### config.mk
export PLATFORM = sky130hd
export DESIGN_NAME = ohlc_bid_ask_bar_aggregator_top
export DESIGN_NICKNAME = d
export VERILOG_FILES = /design/src/design/ohlc_pkg.sv /design/src/design/ohlc_bid_ask_bar_aggregator_top.sv
export SDC_FILE = /design/constraint.sdc
export NUM_CORES = 2
export LEC_CHECK = 0
export ABC_AREA = 0
export BUFFER_PORTS_ARGS = -buffer_cell sky130_fd_sc_hd__buf_4
export CAP_MARGIN = 20
export CORE_ASPECT_RATIO = 1.4
export CORE_MARGIN = 2
export CORE_UTILIZATION = 45
export CTS_CLUSTER_SIZE = 20
export DETAILED_ROUTE_END_ITERATION = 7
export PLACE_DENSITY = 0.72
export SKIP_CTS_REPAIR_TIMING = 1
export SLEW_MARGIN = 25
export SYNTH_ARGS = -nofsm -noshare
export SYNTH_HDL_FRONTEND = slang
export SYNTH_SLANG_ARGS = --single-unit
### constraint.sdc
create_clock -name clk -period 33.8 [get_ports clk]
set_input_delay 3.38 -clock clk [delete_from_list [all_inputs] [get_ports clk]]
set_output_delay 3.38 -clock clk [all_outputs]
set_load 0.01 [all_outputs]
### src/design/ohlc_pkg.sv
// Shared types and constants of the OHLC bid/ask bar aggregator.
package ohlc_pkg;

    localparam int TIME_W     = 63;
    localparam int FIELD_W    = 32;
    localparam int MIN_W      = 11;
    localparam int NUM_PRICES = 8;

    // One minute in nanoseconds.
    localparam logic [35:0] NS_PER_MINUTE = 36'd60000000000;

    // The longest period, 2047 minutes, stays below 2**47 ns.
    localparam int PER_W = 47;
    localparam int CNT_W = $clog2(TIME_W);

    localparam int IN_DATA_W    = 352;
    localparam int OUT_DATA_W   = 384;
    localparam int IN_PRICE_LSB = TIME_W;
    localparam int IN_VOL_LSB   = TIME_W + NUM_PRICES * FIELD_W;

    // Price slots, in the order they travel on the streams.
    localparam int P_BO = 0;
    localparam int P_BC = 1;
    localparam int P_BH = 2;
    localparam int P_BL = 3;
    localparam int P_AO = 4;
    localparam int P_AC = 5;
    localparam int P_AH = 6;
    localparam int P_AL = 7;

    typedef enum logic [3:0] {
        ST_IDLE   = 4'b0001,
        ST_PERIOD = 4'b0010,
        ST_DIV    = 4'b0100,
        ST_DONE   = 4'b1000
    } state_t;

endpackage

### src/design/ohlc_bid_ask_bar_aggregator_top.sv
// Top level of the OHLC bid/ask bar aggregator with its modulo sequencer.
//
// The slave stream carries one lower-timeframe bid/ask bar per item: its
// nanosecond timestamp, eight prices and a volume. The master stream returns
// one item per input: the new-bar flag on tuser, and the bar count and the
// held aggregated bar on tdata. The user must write the bar length in minutes
// (cfg_wr_en / cfg_wr_data) only while idle; the block does not enforce it.
//
// An accepted item passes through ST_PERIOD, which forms the period (minutes
// times one minute in ns, zero minutes acting as one), ST_DIV, a radix-2
// restoring remainder unit that brings one timestamp bit per cycle, and
// ST_DONE, which rounds the timestamp down and merges the item into the held
// bar. No new item is taken until the current one has left ST_DONE, so
// s_tready is high only while no item is in work.
//
// The output register keeps one result. A new item may be accepted while it
// waits; if the receiver stalls, the next result holds in the final step
// until m_tready frees the register. Reset clears the held bar, the count and
// any pending result, and sets the bar length to one minute.
module ohlc_bid_ask_bar_aggregator_top #(
    parameter int PRICE_BITS = 32
) (
    input  logic                              clk,
    input  logic                              rst_n,
    input  logic                              cfg_wr_en,
    input  logic [ohlc_pkg::MIN_W-1:0]        cfg_wr_data,
    input  logic                              s_tvalid,
    output logic                              s_tready,
    // tdata from bit 0: in_time, in_bid_open, in_bid_close, in_bid_high,
    // in_bid_low, in_ask_open, in_ask_close, in_ask_high, in_ask_low,
    // in_volume, one zero bit.
    input  logic [ohlc_pkg::IN_DATA_W-1:0]    s_tdata,
    output logic                              m_tvalid,
    input  logic                              m_tready,
    // tdata from bit 0: out_count, out_start, out_bid_open, out_bid_close,
    // out_bid_high, out_bid_low, out_ask_open, out_ask_close, out_ask_high,
    // out_ask_low, out_volume, one zero bit.
    output logic [ohlc_pkg::OUT_DATA_W-1:0]   m_tdata,
    // tuser: out_new_bar.
    output logic                              m_tuser
);

    ohlc_pkg::state_t                   state_reg, state_next;
    logic [ohlc_pkg::MIN_W-1:0]         minutes_reg, minutes_next;
    logic [ohlc_pkg::TIME_W-1:0]        time_reg, time_next;
    logic [PRICE_BITS-1:0]              in_price_reg [ohlc_pkg::NUM_PRICES];
    logic [PRICE_BITS-1:0]              in_price_next [ohlc_pkg::NUM_PRICES];
    logic [ohlc_pkg::FIELD_W-1:0]       in_volume_reg, in_volume_next;
    logic [ohlc_pkg::PER_W-1:0]         period_reg, period_next;
    logic [ohlc_pkg::PER_W-1:0]         rem_reg, rem_next;
    logic [ohlc_pkg::CNT_W-1:0]         cnt_reg, cnt_next;
    logic                               held_valid_reg, held_valid_next;
    logic [ohlc_pkg::TIME_W-1:0]        held_start_reg, held_start_next;
    logic [PRICE_BITS-1:0]              held_price_reg [ohlc_pkg::NUM_PRICES];
    logic [PRICE_BITS-1:0]              held_price_next [ohlc_pkg::NUM_PRICES];
    logic [ohlc_pkg::FIELD_W-1:0]       held_volume_reg, held_volume_next;
    logic [ohlc_pkg::FIELD_W-1:0]       held_count_reg, held_count_next;
    logic                               out_valid_reg, out_valid_next;
    logic [ohlc_pkg::OUT_DATA_W-1:0]    out_data_reg, out_data_next;
    logic                               out_new_bar_reg, out_new_bar_next;

    logic                               accept;
    logic                               load;
    logic                               opened;
    logic [ohlc_pkg::MIN_W-1:0]         mins;
    logic [ohlc_pkg::PER_W:0]           rem_shift;
    logic                               rem_ge;
    logic [ohlc_pkg::TIME_W-1:0]        bar_start;

    assign s_tready = (state_reg == ohlc_pkg::ST_IDLE);
    assign accept   = s_tvalid && s_tready;
    assign m_tvalid = out_valid_reg;
    assign m_tdata  = out_data_reg;
    assign m_tuser  = out_new_bar_reg;

    // Input capture, with prices cut to the internal price width.
    always_comb
    begin
        logic [PRICE_BITS+ohlc_pkg::FIELD_W-1:0] ext;
        ext = '0;
        time_next      = time_reg;
        in_volume_next = in_volume_reg;
        for (int i = 0; i < ohlc_pkg::NUM_PRICES; i++)
        begin
            in_price_next[i] = in_price_reg[i];
        end
        if (accept)
        begin
            time_next      = s_tdata[ohlc_pkg::TIME_W-1:0];
            in_volume_next = s_tdata[ohlc_pkg::IN_VOL_LSB +: ohlc_pkg::FIELD_W];
            for (int i = 0; i < ohlc_pkg::NUM_PRICES; i++)
            begin
                ext = {{PRICE_BITS{1'b0}},
                       s_tdata[ohlc_pkg::IN_PRICE_LSB + ohlc_pkg::FIELD_W*i
                               +: ohlc_pkg::FIELD_W]};
                in_price_next[i] = ext[PRICE_BITS-1:0];
            end
        end
    end

    // Shared remainder unit: shift in one timestamp bit, subtract if it fits.
    assign mins      = (minutes_reg == '0) ? ohlc_pkg::MIN_W'(1) : minutes_reg;
    assign rem_shift = {rem_reg, time_reg[cnt_reg]};
    assign rem_ge    = (rem_shift >= {1'b0, period_reg});
    assign bar_start = time_reg
                     - {{(ohlc_pkg::TIME_W-ohlc_pkg::PER_W){1'b0}}, rem_reg};
    assign opened    = !held_valid_reg || (bar_start != held_start_reg);
    assign load      = (state_reg == ohlc_pkg::ST_DONE) && (!out_valid_reg || m_tready);

    always_comb
    begin
        state_next   = state_reg;
        minutes_next = cfg_wr_en ? cfg_wr_data : minutes_reg;
        period_next  = period_reg;
        rem_next     = rem_reg;
        cnt_next     = cnt_reg;
        unique case (state_reg)
            ohlc_pkg::ST_IDLE:
            begin
                if (accept)
                begin
                    state_next = ohlc_pkg::ST_PERIOD;
                end
            end
            ohlc_pkg::ST_PERIOD:
            begin
                period_next = ohlc_pkg::PER_W'(mins)
                            * ohlc_pkg::PER_W'(ohlc_pkg::NS_PER_MINUTE);
                rem_next    = '0;
                cnt_next    = ohlc_pkg::CNT_W'(ohlc_pkg::TIME_W - 1);
                state_next  = ohlc_pkg::ST_DIV;
            end
            ohlc_pkg::ST_DIV:
            begin
                rem_next = rem_ge ? rem_shift[ohlc_pkg::PER_W-1:0]
                                    - period_reg
                                  : rem_shift[ohlc_pkg::PER_W-1:0];
                cnt_next = cnt_reg - ohlc_pkg::CNT_W'(1);
                if (cnt_reg == '0)
                begin
                    state_next = ohlc_pkg::ST_DONE;
                end
            end
            ohlc_pkg::ST_DONE:
            begin
                if (load)
                begin
                    state_next = ohlc_pkg::ST_IDLE;
                end
            end
            default:
            begin
                state_next = ohlc_pkg::ST_IDLE;
            end
        endcase
    end

    // Merge into the held bar and pack the result.
    always_comb
    begin
        logic [PRICE_BITS+ohlc_pkg::FIELD_W-1:0] ext;
        logic [ohlc_pkg::FIELD_W-1:0]            price_out [ohlc_pkg::NUM_PRICES];
        ext              = '0;
        held_valid_next  = held_valid_reg;
        held_start_next  = held_start_reg;
        held_volume_next = held_volume_reg;
        held_count_next  = held_count_reg;
        for (int i = 0; i < ohlc_pkg::NUM_PRICES; i++)
        begin
            held_price_next[i] = held_price_reg[i];
        end
        if (load)
        begin
            if (opened)
            begin
                held_valid_next  = 1'b1;
                held_start_next  = bar_start;
                held_volume_next = in_volume_reg;
                held_count_next  = held_count_reg + ohlc_pkg::FIELD_W'(1);
                for (int i = 0; i < ohlc_pkg::NUM_PRICES; i++)
                begin
                    held_price_next[i] = in_price_reg[i];
                end
            end
            else
            begin
                if (in_price_reg[ohlc_pkg::P_BH] > held_price_reg[ohlc_pkg::P_BH])
                begin
                    held_price_next[ohlc_pkg::P_BH] = in_price_reg[ohlc_pkg::P_BH];
                end
                if (in_price_reg[ohlc_pkg::P_BL] < held_price_reg[ohlc_pkg::P_BL])
                begin
                    held_price_next[ohlc_pkg::P_BL] = in_price_reg[ohlc_pkg::P_BL];
                end
                if (in_price_reg[ohlc_pkg::P_AH] > held_price_reg[ohlc_pkg::P_AH])
                begin
                    held_price_next[ohlc_pkg::P_AH] = in_price_reg[ohlc_pkg::P_AH];
                end
                if (in_price_reg[ohlc_pkg::P_AL] < held_price_reg[ohlc_pkg::P_AL])
                begin
                    held_price_next[ohlc_pkg::P_AL] = in_price_reg[ohlc_pkg::P_AL];
                end
                held_price_next[ohlc_pkg::P_BC] = in_price_reg[ohlc_pkg::P_BC];
                held_price_next[ohlc_pkg::P_AC] = in_price_reg[ohlc_pkg::P_AC];
            end
        end
        for (int i = 0; i < ohlc_pkg::NUM_PRICES; i++)
        begin
            ext          = {{ohlc_pkg::FIELD_W{1'b0}}, held_price_next[i]};
            price_out[i] = ext[ohlc_pkg::FIELD_W-1:0];
        end
        out_new_bar_next = load ? opened : out_new_bar_reg;
        out_data_next    = load ? {1'b0, held_volume_next,
                                   price_out[ohlc_pkg::P_AL], price_out[ohlc_pkg::P_AH],
                                   price_out[ohlc_pkg::P_AC], price_out[ohlc_pkg::P_AO],
                                   price_out[ohlc_pkg::P_BL], price_out[ohlc_pkg::P_BH],
                                   price_out[ohlc_pkg::P_BC], price_out[ohlc_pkg::P_BO],
                                   held_start_next, held_count_next}
                                : out_data_reg;
        out_valid_next   = load || (out_valid_reg && !m_tready);
    end

    always_ff @(posedge clk or negedge rst_n)
    begin
        if (!rst_n)
        begin
            state_reg      <= ohlc_pkg::ST_IDLE;
            minutes_reg    <= ohlc_pkg::MIN_W'(1);
            held_valid_reg <= 1'b0;
            held_count_reg <= '0;
            out_valid_reg  <= 1'b0;
        end
        else
        begin
            state_reg      <= state_next;
            minutes_reg    <= minutes_next;
            held_valid_reg <= held_valid_next;
            held_count_reg <= held_count_next;
            out_valid_reg  <= out_valid_next;
        end
    end

    always_ff @(posedge clk)
    begin
        time_reg        <= time_next;
        in_volume_reg   <= in_volume_next;
        period_reg      <= period_next;
        rem_reg         <= rem_next;
        cnt_reg         <= cnt_next;
        held_start_reg  <= held_start_next;
        held_volume_reg <= held_volume_next;
        out_data_reg    <= out_data_next;
        out_new_bar_reg <= out_new_bar_next;
        for (int i = 0; i < ohlc_pkg::NUM_PRICES; i++)
        begin
            in_price_reg[i]   <= in_price_next[i];
            held_price_reg[i] <= held_price_next[i];
        end
    end

    a_accept_starts: assert property (@(posedge clk) disable iff (!rst_n)
        accept |=> state_reg == ohlc_pkg::ST_PERIOD)
        else $error("accepted item did not start the period step");

    a_rem_bounded: assert property (@(posedge clk) disable iff (!rst_n)
        state_reg == ohlc_pkg::ST_DIV |-> rem_reg < period_reg)
        else $error("partial remainder reached the period");

    a_count_step: assert property (@(posedge clk) disable iff (!rst_n)
        (load && opened) |=> held_count_reg == $past(held_count_reg) + 32'd1)
        else $error("bar count did not advance on a new bar");

    a_result_from_done: assert property (@(posedge clk) disable iff (!rst_n)
        $rose(out_valid_reg) |-> $past(state_reg == ohlc_pkg::ST_DONE))
        else $error("result raised outside the final step");

endmodule
After elaboration in Yosys (flattened, before gate mapping):

Memory sizes are Yosys's and may differ from the RTL's.
Index checks and enable logic that the tools add are counted.

* reduce and logical (&&, ||, !) cells: 14
* eq/ne operators: 8
* multiplexer cells: 26
* multiply operators: 1
* add/sub/neg operators: 4
* $lt $le $gt $ge: 6

Operators by type and width (number)
* two-way mux 256 bit: 2
* two-way mux 32 bit: 10
* two-way mux 64 bit: 2
* two-way mux 63 bit: 2
* case mux 47 bit (2 select lines): 1
* greater-than comparator 32 bit: 2
* < comparator 32 bit: 2
* inequality test 63 bit: 1
* subtractor 63 x 47 -> 63 bit: 1
* >= comparator 48 x 47 -> 1 bit: 1
* two-way mux 47 bit: 1
* subtractor 47 bit: 1
* multiplier 11 x 25 -> 36 bit (second input constant): 1
* adder 32 x 1 -> 32 bit (second input constant): 1
* case mux 4 bit (4 select lines): 1
* two-way mux 4 bit: 3
* case mux 6 bit (2 select lines): 1
* logical NOT 11 bit: 1
* two-way mux 11 bit: 1
* < comparator 6 x 7 -> 1 bit (second input constant): 1
* binary-select mux 1 bit (select 6 bit): 1
* logical NOT 6 bit: 1
* subtractor 6 x 1 -> 6 bit (second input constant): 1
* == test 4 x 1 -> 1 bit (second input constant): 1
* 12 further kinds: 19

* bits of input ports: 368
* logic and storage cells: 75
* memories: 2
* flip-flop bits (word level): 712
* output and inout bits: 387
* bits in writable memories: 512

Memories
* held_price_reg: depth 8, width 32, rd ports 8, clocked after memory_dff 0, write ports 8, RTL line ohlc_bid_ask_bar_aggregator_top.sv:54 `logic [PRICE_BITS-1:0] held_price_reg [ohlc_pkg::NUM_PRICES];`
* in_price_reg: depth 8, width 32, rd ports 8, clocked after memory_dff 0, write ports 8, RTL line ohlc_bid_ask_bar_aggregator_top.sv:46 `logic [PRICE_BITS-1:0] in_price_reg [ohlc_pkg::NUM_PRICES];`

Logic depth before layout (Yosys ltp):

* depth in word-level cells: 5
* gate-level depth with buffers: 27

Least setup slack after synthesis:

No wires, ideal clock.

* kind: input to register
* start point: input port m_tready
* end point: register out_data_reg, in the netlist m_tdata[0], enable pin
* arrival time: 14.393 ns
* slack: 18.508 ns
* required time: 32.901 ns
* cell stages on the path: 4
* buffers on the path: 1
* setup time: 0.899 ns
* path through: nand2b_1 -> nand3_1 -> inv_1 -> clkbuf_1

* word-level cells in the longest chain between the ends: 2

RTL lines
* from (decl): RTL line ohlc_bid_ask_bar_aggregator_top.sv:34 `input logic m_tready,`
* logical OR 1 bit: RTL line ohlc_bid_ask_bar_aggregator_top.sv:108 `assign load = (state_reg == ohlc_pkg::ST_DONE) && (!out_valid_reg || m_tready);`
* logical AND 1 bit: RTL line ohlc_bid_ask_bar_aggregator_top.sv:108
* via load: RTL line ohlc_bid_ask_bar_aggregator_top.sv:63 `logic load;`
* to (signal assigned): RTL line ohlc_bid_ask_bar_aggregator_top.sv:252 `out_data_reg <= out_data_next;`
* to (decl): RTL line ohlc_bid_ask_bar_aggregator_top.sv:59 `logic [ohlc_pkg::OUT_DATA_W-1:0] out_data_reg, out_data_next;`

The timed path passes the listed nets, and every way through them passes these cells.
A chain may end at the register's enable or synchronous reset.

==> flow_metrics.env <==
export IMPL_outcome="finished, violations left"
export IMPL_violations="design-rule violations"
export IMPL_stdcell_area_mm2=0.0679
export IMPL_ant_nets=0
export IMPL_start_kind="flip-flop"
export IMPL_synth_fa_ha_area_share_pct=10.1
export IMPL_overflow=0
export IMPL_grt_pass1_wl_um=234000
export IMPL_synth_xor_area_share_pct=3.29
export IMPL_ys_async_sr_fraction_pct=4.00
export IMPL_hpwl_um=121000
export IMPL_io_pins=755
export IMPL_ys_warn_count=0
export IMPL_finalNetCount=5987
export IMPL_placed_area_mm2=0.0638
export IMPL_worstHoldPathType="reg -> reg"
export IMPL_htree_num_levels=3
export IMPL_dr_first_iter_drc_count=2314
export IMPL_antenna_found_initial=23
export IMPL_synth_top_area_share_pct=44.0
export IMPL_required_ns=34.29
export IMPL_fin_cells=6957
export IMPL_layout_setup_ws_ns=25.74
export IMPL_skew_ns=0.0206
export IMPL_grt_pass1_vias=38400
export IMPL_muxShareOfSynthArea_pct=7.31
export IMPL_clock_sinks=1224
export IMPL_leakagePower_nw=29.0
export IMPL_grt_max_degree=100
export IMPL_core_area_mm2=0.124
export IMPL_rows=153
export IMPL_gp_congestion=0.966
export IMPL_dp_cells=6724
export IMPL_design_power_total_mw=4.99
export IMPL_initial_core_util_pct=45.3
export IMPL_syn_nets=5213
export IMPL_drv_slew=0
export IMPL_synth_area_leaders="edfxtp_1 44%, dfxtp_1 12%, ha_1 7.1%"
export IMPL_numCtsBuffers=115
export IMPL_drc_errors=23
export IMPL_groute_usage_overall_pct=24.5
export IMPL_dpl_worst_slack_ns=25.83
export IMPL_worstSetupPathType="reg -> reg"
export IMPL_clkTransAtPathRegs_ns=0.06
export IMPL_rsz0062_at_grt="no"
export IMPL_maxCapViolations=0
export IMPL_portBuffers=752
export IMPL_wl_um=159000
export IMPL_synth_edff_count=824
export IMPL_netlist_area_mm2=0.0563
export IMPL_syn_area_per_cell_um2=12.7
export IMPL_largest_register_ffs=383
export IMPL_period_needed_ns=8.06
export IMPL_synthToLayoutAreaGrowth_pct=20.6
export IMPL_synth_simple_area_share_pct=9.60
export IMPL_die_x_um=303
export IMPL_slew_limit_headroom_pct=21.4
export IMPL_tns_ns=0
export IMPL_synth_cell_types=95
export IMPL_power_density_mw_per_mm2=73.5
export IMPL_cts_root_buf="clkbuf_16"
export IMPL_hold_viol_final=0
export IMPL_drive_gt1_share_pct=22.2
export IMPL_vias=37500
export IMPL_die_h_um=422
export IMPL_firstDrtPassIters=7
export IMPL_synth_largest_area_cell="edfxtp_1"
export IMPL_worstPathMaxFanout=45
export IMPL_synth_cells=4440
export IMPL_cts_tree="yes"
export IMPL_worstMarginPinSlew_ns=1.17
export IMPL_drt_wirelength_per_cell_um=22.8
export IMPL_crit_path_end_kind="flip-flop"
export IMPL_cp_arrival_ns=8.55
export IMPL_synth_seq_cells=1224
export IMPL_vdd_drop_max_uv=65.8
export IMPL_ys_flop_type="edfxtp_1"
export IMPL_routed_via_density=5.39
export IMPL_cts_buffer_depth=3
export IMPL_synth_seq_area_share_pct=58.6
export IMPL_finalSetupViolations=0
export IMPL_fin_crit_sh_pct=23.8
export IMPL_fmax_mhz=124
export IMPL_clock_latency_ns=0.75
export IMPL_synth_compound_area_share_pct=7.38
export IMPL_fp_dieArea_mm2=0.128
export IMPL_synth_top_family_by_area="adder cells"
[worst paths after layout]
check / startpoint / end / slack, ns / depth (start not counted)
max in group asynchronous: rst_n / minutes_reg[6] / 30.62 / 1
hold / removal: held_price_reg[1][55] / held_price_reg[1][55] / 0.45 / 2
setup / recovery: rem_reg[0] / m_tdata[126] / 25.74 / 19
min in group asynchronous: rst_n / held_count_reg[28] / 2.68 / 1
setup reg to reg: rem_reg[0] / m_tdata[126] / 25.74 / 19
hold reg to reg: held_price_reg[1][55] / held_price_reg[1][55] / 0.45 / 2
[layout make-up]
cell class	instances	area [um^2]
diodes	14	35.0
well taps	1627	2040
clock buffers	154	3240
repair buffers	794	6010
fillers	10400	56400
clock inverters	65	810
inverters	384	1450
flip-flops and latches	1224	33000
multi-input cells	2695	21300
[Yosys cell counts, types with 49 or more instances]
cell type / instances
edfxtp_1: 824
inv_1: 384
nand2_1: 363
dfxtp_1: 351
ha_1: 321
nor2_1: 205
a21oi_1: 167
mux2_1: 149
mux2_2: 135
o21ai_0: 127
xnor2_1: 107
nor3_1: 93
a21o_1: 90
clkbuf_1: 89
xor2_1: 86
fa_1: 84
nand4_1: 84
nand3_1: 67
mux2i_1: 49
[cell usage in the layout (no fill, tap or decap), types with 107 or more instances in the layout]
cell | netlist | routed
buf_4 | 5 | 791
nand2_1 | 363 | 362
ha_1 | 321 | 321
mux2_1 | 149 | 149
xnor2_1 | 107 | 107
edfxtp_1 | 824 | 824
mux2_2 | 135 | 135
a21oi_1 | 167 | 163
dfxtp_1 | 351 | 351
clkbuf_16 | 0 | 117
o21ai_0 | 127 | 126
nor2_1 | 205 | 204
inv_1 | 384 | 383
[cell families after synthesis]
logic type,after synthesis
adder cells (fa/ha/maj),405
AND/OR/NAND/NOR,1095
flip-flops,1224
AO/OA/AOI/OAI,642
other,1
multiplexers,352
buffers and inverters,521
XOR/XNOR,200
[metal layers]
| layer | GRT usage [%] | up-vias | routed length [um] |
|---|---|---|---|
| met5 | 0 | - | 41 |
| met4 | 14.7 | 6 | 9880 |
| met1 | 26.4 | 18300 | 56600 |
| met3 | 5.32 | 371 | 9970 |
| li1 | - | 17600 | - |
| met2 | 43.7 | 1211 | 82300 |
[where the power goes]
group | internal (mW) | switching (mW) | total, mW
combinational | 0.688 | 1.05 | 1.74
sequential | 1.81 | 0.0741 | 1.88
clock | 0.785 | 0.586 | 1.37
total | 3.28 | 1.71 | 4.99
[worst max-delay path, cell delays in order, from the launching register on]
cell and delay [ns]:
edfxtp_1 0.64, ha_1 0.27, inv_1 0.06, fa_1 0.40
a211oi_1 0.53, o21ai_0 0.28, nor4b_2 0.25, o21ai_0 0.93
nand4b_1 0.19, nand2_1 0.33, nor4b_1 0.55, xor3_1 0.28
nor4_1 0.07, nand4_1 0.16, nor4_4 0.07, buf_4 0.23
nor2_4 0.57, buf_4 0.68, buf_4 0.67, mux2_2 0.43
[stage by stage]
step | util (%) | hold WS (ns)
final | 54.6 | 0.446
after global routing | 54.6 | 0.461
after CTS | 54.6 | 0.447
after detailed placement | 51.3 | 0.430
after global placement | 51.3 | 0.424
after floorplan | - | 0.414
Note: power is estimated with default switching activity, not from simulation.
